`config.mk`:
```
export PLATFORM = sky130hd
export DESIGN_NAME = kfr_ctrl
export DESIGN_NICKNAME = d
export VERILOG_FILES = /design/src/rtl/kfr_pkg.sv /design/src/rtl/kfr_ctrl.sv
export SDC_FILE = /design/constraint.sdc
export NUM_CORES = 1
export LEC_CHECK = 0
export BUFFER_PORTS_ARGS = -buffer_cell sky130_fd_sc_hd__buf_4
export CORE_UTILIZATION = 25
export DETAILED_ROUTE_END_ITERATION = 7
export PLACE_DENSITY = 0.59
export SLEW_MARGIN = 0
export SYNTH_ARGS = -nofsm -noshare
export SYNTH_HDL_FRONTEND = slang
export SYNTH_SLANG_ARGS = --single-unit
```
`constraint.sdc`:
```
create_clock -name clk -period 1.8 [get_ports clk]
set_clock_uncertainty 0.2 [all_clocks]
set_input_delay 0.18 -clock clk [delete_from_list [all_inputs] [get_ports clk]]
set_output_delay 0.18 -clock clk [all_outputs]
set_load 0.01 [all_outputs]
```
`src/rtl/kfr_pkg.sv`:
```
// Shared constants, codes and types of the keyframe track resampler.
package kfr_pkg;

  localparam int MAX_KEYS   = 256;
  localparam int KEY_AW     = $clog2(MAX_KEYS);
  localparam int KEY_CW     = $clog2(MAX_KEYS + 1);

  localparam int CMD_W      = 2;
  localparam int TIME_W     = 24;
  localparam int POS_W      = 32;
  localparam int AXIS_W     = 16;
  localparam int SIDX_W     = 12;
  localparam int LEN_W      = 24;
  localparam int OCNT_W     = 13;
  localparam int T_W        = SIDX_W + LEN_W;

  localparam int CFG_IDX_W  = 2;
  localparam int CFG_DATA_W = 24;

  localparam int DIV_N_W    = 48;
  localparam int DIV_D_W    = 32;
  localparam int DIV_CNT_W  = $clog2(DIV_N_W);

  localparam int SQ_W       = 32;
  localparam int ROOT_W     = 30;
  localparam int SQRT_V_W   = 2 * ROOT_W;
  localparam int SQRT_CNT_W = $clog2(ROOT_W);

  localparam int W_W        = 17;
  localparam logic [W_W-1:0] W_ONE = 17'h10000;

  localparam int FIELD_W    = 3;
  localparam logic [FIELD_W-1:0] FIELD_LAST_MIX  = 3'd6;
  localparam logic [FIELD_W-1:0] FIELD_LAST_AXIS = 3'd2;
  localparam logic [FIELD_W-1:0] FIELD_AXIS_BASE = 3'd4;

  localparam logic [CMD_W-1:0] CMD_CLEAR   = 2'd0;
  localparam logic [CMD_W-1:0] CMD_APPEND  = 2'd1;
  localparam logic [CMD_W-1:0] CMD_REQUEST = 2'd2;

  localparam logic [CFG_IDX_W-1:0] REG_TRACK_LENGTH = 2'd0;
  localparam logic [CFG_IDX_W-1:0] REG_OUTPUT_COUNT = 2'd1;

  localparam logic [LEN_W-1:0]  RST_TRACK_LENGTH = 24'd65536;
  localparam logic [OCNT_W-1:0] RST_OUTPUT_COUNT = 13'd20;

  localparam logic [1:0] DIV_SEL_T    = 2'd0;
  localparam logic [1:0] DIV_SEL_W    = 2'd1;
  localparam logic [1:0] DIV_SEL_NORM = 2'd2;

  typedef struct packed {
    logic [TIME_W-1:0]        key_time;
    logic signed [POS_W-1:0]  pos_x;
    logic signed [POS_W-1:0]  pos_y;
    logic signed [POS_W-1:0]  pos_z;
    logic signed [POS_W-1:0]  angle;
    logic signed [AXIS_W-1:0] axis_x;
    logic signed [AXIS_W-1:0] axis_y;
    logic signed [AXIS_W-1:0] axis_z;
  } key_t;

  typedef struct packed {
    logic [CMD_W-1:0]         command;
    key_t                     key;
    logic [SIDX_W-1:0]        sample_index;
  } in_item_t;

  typedef struct packed {
    logic                     status;
    logic signed [POS_W-1:0]  pos_x;
    logic signed [POS_W-1:0]  pos_y;
    logic signed [POS_W-1:0]  pos_z;
    logic signed [POS_W-1:0]  angle;
    logic signed [AXIS_W-1:0] axis_x;
    logic signed [AXIS_W-1:0] axis_y;
    logic signed [AXIS_W-1:0] axis_z;
  } out_item_t;

  typedef struct packed {
    logic               clear;
    logic               append;
    logic               req;
    logic               t_zero;
    logic               t_load;
    logic               div_start;
    logic [1:0]         div_sel;
    logic               srch_rd;
    logic               srch_step;
    logic               pair_rd;
    logic               w_set;
    logic               w_load;
    logic               mul;
    logic               add;
    logic               sq_clr;
    logic               sq;
    logic               sqrt_start;
    logic               norm_load;
    logic               out_load;
    logic               out_empty;
    logic [FIELD_W-1:0] field;
  } dp_cmd_t;

  typedef struct packed {
    logic empty;
    logic multi;
    logic srch_end;
    logic srch_gt;
    logic w_need;
    logic div_done;
    logic sqrt_done;
    logic s_zero;
  } dp_stat_t;

endpackage

```
`src/rtl/kfr_ctrl.sv`:
```
// Controller: sequences command handling, search, blend and normalization.
module kfr_ctrl import kfr_pkg::*; (
  input  logic             clk,
  input  logic             rst_n,
  input  logic             in_valid,
  input  logic [CMD_W-1:0] in_command,
  output logic             in_ready,
  output logic             out_valid,
  input  logic             out_ready,
  input  dp_stat_t         stat,
  output dp_cmd_t          cmd
);

  localparam logic [3:0] S_IDLE  = 4'd0;
  localparam logic [3:0] S_TDIV  = 4'd1;
  localparam logic [3:0] S_SRD   = 4'd2;
  localparam logic [3:0] S_SCMP  = 4'd3;
  localparam logic [3:0] S_PAIR  = 4'd4;
  localparam logic [3:0] S_TIMES = 4'd5;
  localparam logic [3:0] S_WDIV  = 4'd6;
  localparam logic [3:0] S_MUL   = 4'd7;
  localparam logic [3:0] S_ADD   = 4'd8;
  localparam logic [3:0] S_SQ    = 4'd9;
  localparam logic [3:0] S_SQCHK = 4'd10;
  localparam logic [3:0] S_SQRT  = 4'd11;
  localparam logic [3:0] S_NDIV  = 4'd12;
  localparam logic [3:0] S_NWAIT = 4'd13;
  localparam logic [3:0] S_OUT   = 4'd14;

  logic [3:0]         state_r, state_nxt;
  logic [FIELD_W-1:0] field_r, field_nxt;
  logic               empty_r, empty_nxt;
  logic               out_valid_r;

  // next state and datapath commands
  always_comb begin
    state_nxt = state_r;
    field_nxt = field_r;
    empty_nxt = empty_r;
    cmd       = '0;
    cmd.field = field_r;
    cmd.out_empty = empty_r;
    in_ready  = (state_r == S_IDLE);
    unique case (state_r)
      S_IDLE: begin
        if (in_valid) begin
          if (in_command == CMD_CLEAR) begin
            cmd.clear = 1'b1;
          end else if (in_command == CMD_APPEND) begin
            cmd.append = 1'b1;
          end else if (in_command == CMD_REQUEST) begin
            field_nxt = '0;
            if (stat.empty) begin
              empty_nxt = 1'b1;
              state_nxt = S_OUT;
            end else begin
              empty_nxt = 1'b0;
              cmd.req   = 1'b1;
              if (stat.multi) begin
                cmd.div_start = 1'b1;
                cmd.div_sel   = DIV_SEL_T;
                state_nxt     = S_TDIV;
              end else begin
                cmd.t_zero = 1'b1;
                state_nxt  = S_SRD;
              end
            end
          end
        end
      end
      S_TDIV: begin
        if (stat.div_done) begin
          cmd.t_load = 1'b1;
          state_nxt  = S_SRD;
        end
      end
      S_SRD: begin
        if (stat.srch_end) begin
          state_nxt = S_PAIR;
        end else begin
          cmd.srch_rd = 1'b1;
          state_nxt   = S_SCMP;
        end
      end
      S_SCMP: begin
        if (stat.srch_gt) begin
          cmd.srch_step = 1'b1;
          state_nxt     = S_SRD;
        end else begin
          state_nxt = S_PAIR;
        end
      end
      S_PAIR: begin
        cmd.pair_rd = 1'b1;
        state_nxt   = S_TIMES;
      end
      S_TIMES: begin
        cmd.w_set = 1'b1;
        if (stat.w_need) begin
          cmd.div_start = 1'b1;
          cmd.div_sel   = DIV_SEL_W;
          state_nxt     = S_WDIV;
        end else begin
          state_nxt = S_MUL;
        end
      end
      S_WDIV: begin
        if (stat.div_done) begin
          cmd.w_load = 1'b1;
          state_nxt  = S_MUL;
        end
      end
      S_MUL: begin
        cmd.mul   = 1'b1;
        state_nxt = S_ADD;
      end
      S_ADD: begin
        cmd.add = 1'b1;
        if (field_r == FIELD_LAST_MIX) begin
          field_nxt  = '0;
          cmd.sq_clr = 1'b1;
          state_nxt  = S_SQ;
        end else begin
          field_nxt = field_r + 1'b1;
          state_nxt = S_MUL;
        end
      end
      S_SQ: begin
        cmd.sq = 1'b1;
        if (field_r == FIELD_LAST_AXIS) begin
          field_nxt = '0;
          state_nxt = S_SQCHK;
        end else begin
          field_nxt = field_r + 1'b1;
        end
      end
      S_SQCHK: begin
        if (stat.s_zero) begin
          state_nxt = S_OUT;
        end else begin
          cmd.sqrt_start = 1'b1;
          state_nxt      = S_SQRT;
        end
      end
      S_SQRT: begin
        if (stat.sqrt_done) begin
          state_nxt = S_NDIV;
        end
      end
      S_NDIV: begin
        cmd.div_start = 1'b1;
        cmd.div_sel   = DIV_SEL_NORM;
        state_nxt     = S_NWAIT;
      end
      S_NWAIT: begin
        cmd.div_sel = DIV_SEL_NORM;
        if (stat.div_done) begin
          cmd.norm_load = 1'b1;
          if (field_r == FIELD_LAST_AXIS) begin
            state_nxt = S_OUT;
          end else begin
            field_nxt = field_r + 1'b1;
            state_nxt = S_NDIV;
          end
        end
      end
      S_OUT: begin
        if (!out_valid_r || out_ready) begin
          cmd.out_load = 1'b1;
          state_nxt    = S_IDLE;
        end
      end
      default: begin
        state_nxt = S_IDLE;
      end
    endcase
  end

  // state, counter and flag registers
  always_ff @(posedge clk) begin
    if (!rst_n) begin
      state_r <= S_IDLE;
      field_r <= '0;
      empty_r <= 1'b0;
    end else begin
      state_r <= state_nxt;
      field_r <= field_nxt;
      empty_r <= empty_nxt;
    end
  end

  // hold the result valid until its transfer
  always_ff @(posedge clk) begin
    if (!rst_n) begin
      out_valid_r <= 1'b0;
    end else if (cmd.out_load) begin
      out_valid_r <= 1'b1;
    end else if (out_ready) begin
      out_valid_r <= 1'b0;
    end
  end

  assign out_valid = out_valid_r;

endmodule

```
Word level (Yosys, flattened, before mapping)

Index checks and enable logic that the tools add are counted.

Add/subtract/negate cells: 1
Multipliers: 0
Div/mod/pow operators: 0
$lt $le $gt $ge: 0
Equal/unequal tests: 29
Shift operators: 0
Muxes and demuxes: 67
Bitwise logic cells: 2
Reductions and logical operators: 10

Operator list:

| cell                                                            | number |
|---|---|
| 4-bit case mux with 15 select lines                             | 1 |
| 3-bit two-way mux                                               | 19 |
| 4-bit two-way mux                                               | 14 |
| 4-bit == test, second input constant                            | 7 |
| 1-bit two-way mux                                               | 24 |
| 2-bit != test, second input constant                            | 10 |
| 4-bit by 3-bit == test with 1-bit output, second input constant | 4 |
| 2-bit two-way mux                                               | 6 |
| 3-bit case mux with 4 select lines                              | 1 |
| 10-bit AND reduction                                            | 1 |
| 4-bit by 2-bit == test with 1-bit output, second input constant | 2 |
| 7-bit AND reduction                                             | 1 |
| 2-bit case mux with 3 select lines                              | 1 |
| 5-bit AND reduction                                             | 1 |
| 4-bit by 1-bit == test with 1-bit output, second input constant | 1 |
| 4-bit zero test                                                 | 1 |
| 4-bit nonzero test                                              | 1 |
| 3-bit by 1-bit adder with 3-bit output, second input constant   | 1 |
| 3-bit by 2-bit == test with 1-bit output, second input constant | 1 |
| 3-bit == test, second input constant                            | 1 |
| 1-bit case mux with 3 select lines                              | 1 |
| 2-bit by 1-bit == test with 1-bit output, second input constant | 1 |
| 2-bit == test, second input constant                            | 1 |
| 2-bit zero test                                                 | 1 |
| 6 further kinds                                                 | 7 |

Register bits after elaboration: 9
Bits in latches: 0
RAM bits: 0
Bits in read-only memories: 0
Input bits: 14
Output and inout port bits: 26
Word-level logic and storage cells: 113
Memories kept: 0

Logic depth before layout (Yosys ltp)

Gate-level depths: netlist of the first run.

Word-level depth: 7
Gate-level depth with buffers: 7
Mapped depth without buffers: 7

Least setup slack after synthesis of the first run

Ideal clock, no wire load.

Path type: reg2reg
From: register field_r[1]
To: register state_r[3]
Setup time: 0.116 ns
Arrival time: 1.658 ns
Required time: 1.484 ns
Slack: -0.175 ns
Stages on the path, launching flop included: 7
Buffers on the path: 0
Period minus slack after synthesis: 1.975 ns
Cell sequence: dfxtp_1 > ha_1 > nor3b_1 > o32ai_1 > a211oi_2 > nand4bb_1 > o211a_1

Word-level cells in the longest chain between the ends: 3
Elaborated cells on any way between the ends: 6
Those cells by class: 3 x eq/ne; 2 x mux; 1 x reduce/logical

Ends and longest elaborated chain:

| element                                                                            | RTL line                         | RTL |
|---|---|---|
| from (decl)                                                                        | kfr_ctrl.sv:31                   | `logic [FIELD_W-1:0] field_r, field_nxt;` |
| from (signal assigned)                                                             | kfr_ctrl.sv:187                  | `field_r <= field_nxt;` |
| 3-bit == test / 3-bit by 2-bit == test with 1-bit output (equally long branches)   | kfr_ctrl.sv:119, kfr_ctrl.sv:130 |  |
| 4-bit two-way mux / 2-bit != test (equally long branches)                          | --                               |  |
| 4-bit case mux with 15 select lines / 10-bit AND reduction (equally long branches) | --                               |  |
| to (signal assigned)                                                               | kfr_ctrl.sv:186                  | `state_r <= state_nxt;` |
| to (decl)                                                                          | kfr_ctrl.sv:30                   | `logic [3:0] state_r, state_nxt;` |

Several ways; a longest one is shown, not always the timed one.
A chain may end at the register's enable or synchronous reset.

==> flow_summary.yaml, run 1 <==
run_status:
  status: "finished, violations left"
  violations: "negative setup slack"
critical_path:
  r2r-start: "state_r[3]"
  worstSetupStartpointType: "flip-flop"
  cpMostUsedCell: "buf_6"
  setup.worst_path.class: "flip-flop to output pin"
  crit_required_ns: 1.42
  path_cells: "or4_4 -> inv_4 -> buf_6 -> and4b_1 -> buf_6"
  critPathArrivalTime_ns: 1.65
  crit_family: "simple AND/OR/NAND/NOR gates"
  startpoint: "state_r[3]"
  crit_fanout: 3
  critPathCaptureType: "output pin"
  path_buf_inv: 3
  slowest_delay_ns: 0.57
  slowest_stage: "or4_4"
cts:
  cts.clk_slew.worst_paths_ns: 0.05
  cts_buffers: 3
  cts_root_buf: "clkbuf_8"
  clock_latency_ns: 0.24
  clock-sinks: 9
  cts_hold_buf: 0
  cts_tree: "built"
  clock_path_buffers: 2
  cts_max_level: 1
routing:
  routed_wirelength_mm: 4.10
  drt.antenna.violating_nets: 0
  wl_met3_um: 229
  highest_layer: "met4"
  drt_first_pass_iters: 4
  wl_met2_mm: 2.11
  vias: 1359
  wl_per_cell_um: 15.9
  vias_per_cell: 5.27
  drt-met1-wl_mm: 1.68
  drt_first_iter_violations: 59
  drc_errors: 0
timing:
  rsz0062_at_grt: "true"
  max_slew.worst_pin.slew_ns: 0.388
  post-route-period-util_pct: 113
  slew_violations: 0
  tns_ns: -2.55
  timing.final.ws_setup_ns: -0.235
  setup_viol: 24
  period_needed_ns: 2.03
  max_freq_ghz: 0.491
  slew_headroom_pct: 73.9
  finalHoldViolCount: 0
global_route:
  first_global_vias: 1227
  grt_pass1_wl_mm: 5.66
  grt_usage_pct: 18.0
  grt_max_degree: 13
  antenna_found_initial: 0
  gr-total-overflow: 0
floorplan:
  die_h_um: 62.9
  core.rowCount: 21
  dieArea_um2: 3960
  die_width_um: 62.9
  coreArea_um2: 3440
  pin_count: 40
  initial_core_util_pct: 26.9
cells_and_area:
  antenna_cells: 0
  nNetsFinal: 229
  area.growth.synth_to_final_pct: 108
  layout.cells.non_filler: 258
  drive_above_1_share_pct: 62.3
place:
  placed_cells: 236
  port-buffer-count: 39
  preCtsSetupSlack_ns: -0.105
  dp_hpwl_mm: 2.58
  gp_congestion: 0.937
job:
  maxCapViolations: 0
yosys:
  syn-mean-instance-area_um2: 7.02
  synth.most_common_cell: "nand2_1"
  ys_ff_latch: 9
  syn_area_um2: 927
  synth_top_area_share_pct: 19.4
  synth-seq-area-share_pct: 19.4
  syn_nets: 148
  ys_top_cells_by_count: "nand2_1 (14), nor2_1 (13), dfxtp_1 (9), nand2b_1 (7), nor3_1 (7)"
  yosysWarnings: 0
  yosysTopAreaCell: "dfxtp_1"
  postSynth.asyncResetShare_pct: 0
  ys.flop_type: "dfxtp_1"
  synth_cells: 132
  synthTopCellsByArea: "dfxtp_1 (19%), nand2_1 (5.7%), nor2_1 (5.3%)"
  synth_cell_type_count: 48
  synth_edf_count: 0
pwr:
  p_leak_nw: 0.853
  irDropWorstVdd_mv: 0.421
  power.density_nw_per_um2: 1240
hold_path:
  hp-start: "rst_n"
  hold_class: "input port to flip-flop"
[power by group]
group	switching, mW	internal (mW)
Combinational	0.884	0.970
Sequential	0.0479	0.254
Clock	0.0855	0.155
[per-layer routing]
metal / GRT usage (%) / vias up
met5: 0 / -
met4: 4.07 / 0
met3: 4.38 / 8
met2: 32.1 / 61
met1: 21.3 / 646
li1: - / 644
[flip-flops by register name (all words and copies together) (netlist names)]
register,flops
field_r,3
out_valid,1
empty_r,1
state_r,4
[layout by cell type (no fill, tap or decap), types with 3 or more instances in the layout]
cell type   n
dfxtp_1     3
o211ai_1    3
buf_4      68
nand3_1     3
nor2b_1     3
inv_1       3
nand2_1    10
nand2b_1    5
clkbuf_8    3
nor2_1      8
a21oi_1     6
nor3_2      5
nand2_2     3
buf_6      15
dfxtp_4     4
nor2_2      3
o21ai_0     5
[cell type report]
| class | instances | area, um^2 |
|---|---|---|
| Timing Repair Buffer | 85 | 709 |
| Tap cell | 46 | 57.6 |
| Inverter | 7 | 31.3 |
| Clock buffer | 4 | 45.0 |
| Multi-Input combinational cell | 107 | 885 |
| Sequential cell | 9 | 198 |
| Fill cell | 276 | 1520 |
[worst reg2reg max path, delay by kind of cell (launching register included)]
family | cells | cell delay [ns]
AOI/OAI and AO/OA | 3 | 0.43
buffers and inverters | 2 | 0.34
DFF | 1 | 0.35
and+or+nand+nor | 1 | 0.57
[kinds of logic (layout without fill, tap and decap cells)]
logic type	Yosys count	count (layout)	share of synthesized area, %
AOI/OAI and AO/OA	33	33	25.4
adders and majority gates	2	2	2.70
muxes	2	2	2.29
DFF	9	9	19.4
and+or+nand+nor	69	69	41.3
xor gates and xnor gates	1	1	0.945
buffers and inverters	16	96	7.96
[worst paths after layout]
| check | to | slack (ns) | depth (start not counted) |
|---|---|---|---|
| max reg2reg | state_r[3] | -0.21 | 6 |
| min | state_r[3] | 0.03 | 2 |
| max | cmd[22] | -0.23 | 5 |
| min reg2reg | empty_r | 0.26 | 2 |
[through the flow]
| stage | area (um^2) | utilization (%) | hold WS (ns) | total power [mW] |
|---|---|---|---|---|
| after floorplan | 970 | - | 0.113 | 0.984 |
| after global placement | 1470 | 42.7 | 0.249 | 1.44 |
| after detailed placement | 1470 | 42.7 | 0.258 | 1.46 |
| after CTS | 1710 | 49.6 | 0.0244 | 2.03 |
| after global routing | 1930 | 55.9 | 0.0310 | 2.52 |
| final | 1930 | 55.9 | 0.0274 | 2.40 |
[what timing repair did]
action                     4_1_cts  5_1_grt
pin swaps                        8        7
setup buffers                    6       13
cloned                           0        0
gates resized for setup         37       30
setup endpoints to repair       27       24
(Power assumes the default switching activity.)
==> inputs of run 2 (changes only) <==
--- a/config.mk
+++ b/config.mk
@@ -5,10 +5,11 @@
 export SDC_FILE = /design/constraint.sdc
 export NUM_CORES = 1
 export LEC_CHECK = 0
+export ABC_AREA = 1
 export BUFFER_PORTS_ARGS = -buffer_cell sky130_fd_sc_hd__buf_4
 export CORE_UTILIZATION = 25
 export DETAILED_ROUTE_END_ITERATION = 7
-export PLACE_DENSITY = 0.59
+export PLACE_DENSITY = 0.58
 export SLEW_MARGIN = 0
 export SYNTH_ARGS = -nofsm -noshare
 export SYNTH_HDL_FRONTEND = slang
==> run 2 against run 1 <==
Compared with the run above: sequential power is 18% higher; final area shrank 16%; synthesized area grew 13%; non-clock buffer count down 34; clock power barely moved; cell count up 14%; the flow now finishes without violations; global-route usage fell by 2.5 points.
==> flow_summary.yaml, run 2 <==
run_status:
  status: "finished, final reports clean"
pwr:
  p_leak_nw: 0.883
  total_power_mw: 2.20
  power.density_nw_per_um2: 1360
  irDropWorstVdd_mv: 0.486
critical_path:
  setup.worst_path.class: "flip-flop to output pin"
  crit_fanout: 5
  slowest_stage: "dfxtp_4"
  critPathCaptureType: "output pin"
  crit_family: "simple AND/OR/NAND/NOR gates"
  slowest_delay_ns: 0.36
  path_cells: "nor2_4 -> nand2_4 -> inv_4 -> nand2_4 -> nor2_4 -> inv_2 -> nor3_2 -> buf_4"
  path_buf_inv: 3
  worstSetupStartpointType: "flip-flop"
  crit_required_ns: 1.42
  critPathArrivalTime_ns: 1.38
global_route:
  grt_pass1_wl_mm: 5.14
  first_global_vias: 1123
  antenna_found_initial: 0
  gr-total-overflow: 0
  grt_max_degree: 8
  grt_usage_pct: 15.5
cts:
  clock-sinks: 9
  cts.clk_slew.worst_paths_ns: 0.05
  cts_root_buf: "clkbuf_8"
  cts_tree: "built"
  cts_max_level: 1
  clock_latency_ns: 0.23
  cts_buffers: 3
  cts_hold_buf: 0
  clock_path_buffers: 2
place:
  preCtsSetupSlack_ns: -0.0191
  post_dp_cell_area_um2: 1420
  port-buffer-count: 39
  gp_congestion: 0.881
  dp_hpwl_mm: 2.63
  placed_cells: 283
yosys:
  synthTopCellsByArea: "nand2_1 (20%), dfxtp_1 (17%), nor2_1 (14%)"
  ys_ff_latch: 9
  yosysTopAreaCell: "nand2_1"
  syn-mean-instance-area_um2: 5.46
  synth_top_area_share_pct: 19.8
  syn_nets: 207
  yosysWarnings: 0
  synth-seq-area-share_pct: 17.3
  synth_cells: 191
  synth_cell_type_count: 22
  synth.most_common_cell: "nand2_1"
  ys_top_cells_by_count: "nand2_1 (55), nor2_1 (40), inv_1 (23), nand3_1 (12), dfxtp_1 (9)"
  syn_area_um2: 1040
  ys.flop_type: "dfxtp_1"
  postSynth.asyncResetShare_pct: 0
  synth_edf_count: 0
floorplan:
  die_width_um: 66.6
  initial_core_util_pct: 26.1
  core.rowCount: 23
  die_h_um: 66.6
  coreArea_um2: 4000
  pin_count: 40
  dieArea_um2: 4440
cells_and_area:
  multi_input_comb_area_um2: 801
  largest_registers: "state_r x4, field_r x3"
  drive_above_1_share_pct: 39.6
  largest_reg_flops: 4
  nNetsFinal: 262
  utilization_pct: 40.4
  design_area_um2: 1620
  final_cell_mix: "nand2_1 (52), buf_4 (48), nor2_1 (35), inv_1 (22), nand3_1 (11)"
  fill_cells: 451
  seq_area_um2: 195
  regMostFlops: "state_r"
  layout.cells.non_filler: 295
  antenna_cells: 0
  area.growth.synth_to_final_pct: 54.9
  layout_commonest_cell: "nand2_1"
routing:
  wl_per_cell_um: 11.1
  drc_errors: 0
  vias_per_cell: 4.39
  drt_first_pass_iters: 4
  vias: 1296
  drt_first_iter_violations: 41
  routed_wirelength_mm: 3.28
  drt.antenna.violating_nets: 0
timing:
  finalHoldViolCount: 0
  timing.final.ws_setup_ns: 0.0423
  setup_viol: 0
  slew_violations: 0
  max_freq_ghz: 0.569
  slew_headroom_pct: 82.2
  post-route-period-util_pct: 97.7
  max_slew.worst_pin.slew_ns: 0.267
  period_needed_ns: 1.76
  rsz0062_at_grt: "true"
job:
  maxCapViolations: 0
hold_path:
  hold_class: "input port to flip-flop"
run 2: cell count changes after synthesis, moves of 7 or more:
cell / previous run / this run
nor2_1: 13 / 40
inv_1: 5 / 23
nand2_1: 14 / 55
nand2_2: 0 / 7
nand3_1: 3 / 12
nand2b_1: 7 / 0
run 2: report_power, final:
group | switching, mW | internal (mW)
combinational | 0.940 | 0.665
sequential | 0.0859 | 0.270
clock | 0.0847 | 0.155
run 2: kinds of logic (layout without fill, tap and decap cells):
family	after synthesis	in the layout	synth area share [%]
fa+ha+maj	2	2	2.40
flops	9	9	17.3
compound gates	11	11	5.64
simple gates	136	136	62.0
buf+inv	32	86	11.9
xor+xnor	1	1	0.839
run 2: final timing paths:
path	from	end	slack, ns	cells past startpoint
worst min register to register	state_r[3]	state_r[3]	0.32	2
worst max register to register	state_r[0]	state_r[1]	0.13	10
worst min-delay path	rst_n	field_r[1]	0.01	3
worst max-delay path	state_r[3]	cmd[20]	0.04	8
run 2: timing repair:
item                                    4_1_cts  5_1_grt
setup buffers                                 5        4
pin swaps                                     6        6
hold endpoints to repair                      0        0
gates resized for setup                      15       14
endpoints found under the setup margin        7       10
run 2: metal layers:
metal	vias to the layer above	GRT usage [%]	routed length, um
met1	575	20.7	1500
met4	0	2.39	17
met5	-	0	0
met3	2	3.08	159
met2	29	25.9	1600
li1	690	-	-
run 2: final cells by class:
| cell class | count | share of cell area (%) |
|---|---|---|
| clock buffer | 4 | 2.79 |
| inverter | 31 | 7.35 |
| multi-input combinational | 150 | 49.5 |
| sequential | 9 | 12.1 |
| tap | 50 | 3.87 |
| timing repair buffer | 51 | 24.4 |
run 2: metrics by stage:
step | TNS (ns) | hold slack, ns
6_report | 0 | 0.0132
5_1_grt | -0.101 | 0.0155
4_1_cts | 0 | 0.0102
3_5_place_dp | -0.0191 | 0.260
3_3_place_gp | 0 | 0.260
2_1_floorplan | 0 | 0.106
run 2: worst min-delay path, delay by kind of cell:
family        cells  cell delay (ns)
buf+inv           1             0.13
simple gates      2             0.09
==> inputs of run 3 (changes only) <==
--- a/config.mk
+++ b/config.mk
@@ -6,11 +6,12 @@
 export NUM_CORES = 1
 export LEC_CHECK = 0
 export ABC_AREA = 1
-export BUFFER_PORTS_ARGS = -buffer_cell sky130_fd_sc_hd__buf_4
+export CORE_MARGIN = 2
 export CORE_UTILIZATION = 25
 export DETAILED_ROUTE_END_ITERATION = 7
-export PLACE_DENSITY = 0.58
-export SLEW_MARGIN = 0
+export DONT_BUFFER_PORTS = 1
+export PLACE_DENSITY = 0.5
+export SLEW_MARGIN = 30
 export SYNTH_ARGS = -nofsm -noshare
 export SYNTH_HDL_FRONTEND = slang
 export SYNTH_SLANG_ARGS = --single-unit
==> run 3 against run 2 <==
Compared with the run above: critical path depth stayed put; utilization down 5.8 points; flip-flop and latch count is the same; combinational power shrank 7%; total power is 5.8% lower; sequential share of layout area rose by 2.0 points; worst setup slack gained 0.0093 ns.
==> flow_summary.yaml, run 3 (synthesis results as in run 2) <==
critical_path:
  ff2ff_setup_slack_ns: 0.14
  worstSetupStartpointType: "flip-flop"
  r2r-start: "state_r[2]"
  crit_required_ns: 1.42
  critPathArrivalTime_ns: 1.37
  r2r-end: "state_r[0]"
  startpoint: "state_r[3]"
  critPathCaptureType: "output pin"
  endpoint: "cmd[20]"
  crit_fanout: 7
  worstRegToRegCells: 9
  setup.worst_path.class: "flip-flop to output pin"
timing:
  slew_violations: 0
  rsz0062_at_grt: "true"
  tns_ns: 0
  max_slew.worst_pin.slew_ns: 0.347
  timing.final.ws_setup_ns: 0.0515
  max_freq_ghz: 0.572
  post-route-period-util_pct: 97.1
  finalHoldViolCount: 0
  slew_headroom_pct: 76.7
  setup_viol: 0
  period_needed_ns: 1.75
cells_and_area:
  regMostFlops: "state_r"
  nNetsFinal: 234
  antenna_cells: 0
  seq_area_um2: 195
  layout_commonest_cell: "nand2_1"
  area.growth.synth_to_final_pct: 32.5
  drive_above_1_share_pct: 29.0
  fill_cells: 443
  final_cell_mix: "nand2_1 (54), nor2_1 (38), inv_1 (22), buf_4 (21), nand3_1 (12)"
  largest_reg_flops: 4
  largest_registers: "state_r x4, field_r x3"
  multi_input_comb_area_um2: 783
routing:
  drt.antenna.violating_nets: 0
  vias: 1211
  routed_wirelength_mm: 3.21
  drc_errors: 0
  vias_per_cell: 4.54
  drt_first_iter_violations: 37
  drt_first_pass_iters: 4
  wl_per_cell_um: 12.0
place:
  preCtsSetupSlack_ns: 0.0702
  dp_hpwl_mm: 2.58
  gp_congestion: 0.839
  port-buffer-count: 0
floorplan:
  die_h_um: 68.6
  coreArea_um2: 4000
  pin_count: 40
  die_width_um: 68.6
  core.rowCount: 23
  dieArea_um2: 4710
  initial_core_util_pct: 26.1
pwr:
  power.density_nw_per_um2: 1500
  p_leak_nw: 0.737
  irDropWorstVdd_mv: 0.661
global_route:
  first_global_vias: 1097
  antenna_found_initial: 0
  gr-total-overflow: 0
  grt_max_degree: 8
  grt_usage_pct: 14.3
  grt_pass1_wl_mm: 5.06
hold_path:
  worstHoldPathCells: 3
  hold_class: "input port to flip-flop"
cts:
  cts_buffers: 3
  cts.clk_slew.worst_paths_ns: 0.05
  cts_root_buf: "clkbuf_8"
  clock_latency_ns: 0.23
  cts_tree: "built"
  clock_path_buffers: 2
  cts_max_level: 1
  clock-sinks: 9
run_status:
  status: "finished, final reports clean"
job:
  maxCapViolations: 0
-- run 3: cell types whose count changed in the layout (fill, tap and decap cells not counted), sizes merged --
cell,previous run,this run
dlygate4sd3,0,2
clkinv,1,0
buf,51,21
inv,30,31
-- run 3: what timing repair did --
item                                    in CTS  in global routing
cloned                                       0                  0
gates resized for setup                     12                  9
endpoints found under the setup margin       6                  8
hold endpoints to repair                     4                  0
hold buffers                                 2                  0
pin swaps                                    5                  2
buffers inserted                             7                  0
-- run 3: how the worst min path moves through the flow --
stage | from | endpoint | slack [ns]
detailed placement | rst_n | field_r[1] | 0.12
global placement | rst_n | field_r[0] | 0.11
CTS | out_ready | out_valid | 0.01
global route | out_ready | out_valid | 0.03
floorplan | rst_n | field_r[1] | 0.11
finish | out_ready | out_valid | 0.01
-- run 3: through the flow --
| stage | total power, mW | area [um^2] | hold WS, ns | cells | utilization (%) |
|---|---|---|---|---|---|
| 3_5_place_dp | 1.62 | 1200 | 0.116 | 254 | 30.1 |
| 6_report | 2.07 | 1380 | 0.0133 | 267 | 34.6 |
| 3_3_place_gp | 1.63 | 1200 | 0.113 | 254 | 30.1 |
| 5_1_grt | 2.26 | 1380 | 0.0251 | 267 | 34.6 |
| 4_1_cts | 2.01 | 1350 | 0.0150 | 267 | 33.8 |
| 2_1_floorplan | 1.27 | 1040 | 0.106 | 191 | - |
-- run 3: critical path, stage by stage (launching register included) --
cell and delay (ns):
dfxtp_4 0.37, nor2_4 0.15, nand2_4 0.07, inv_4 0.08, nand2_4 0.06, nor2_4 0.09
inv_2 0.05, nor3_2 0.14, buf_4 0.14
-- run 3: layout make-up --
cell class                      instances  share of cell area, %
Clock buffer                            4                   3.26
Inverter                               31                   8.60
Timing Repair Buffer                   23                   12.9
Tap cell                               50                   4.52
Multi-Input combinational cell        150                   56.7
Sequential cell                         9                   14.1
-- run 3: power breakdown --
part / total [mW] / internal [mW] / switching, mW
sequential: 0.354 / 0.270 / 0.0842
clock: 0.233 / 0.154 / 0.0790
combinational: 1.49 / 0.574 / 0.912
total: 2.07 / 0.999 / 1.07
-- run 3: per-layer routing --
layer	share of wire [%]	up-vias	wire length, um	global-route usage, %
met3	8.8	2	283	3.57
met4	0.59	0	19	1.50
met1	45	527	1440	19.0
met5	0	-	0	0
li1	-	639	-	-
met2	46	43	1460	23.9
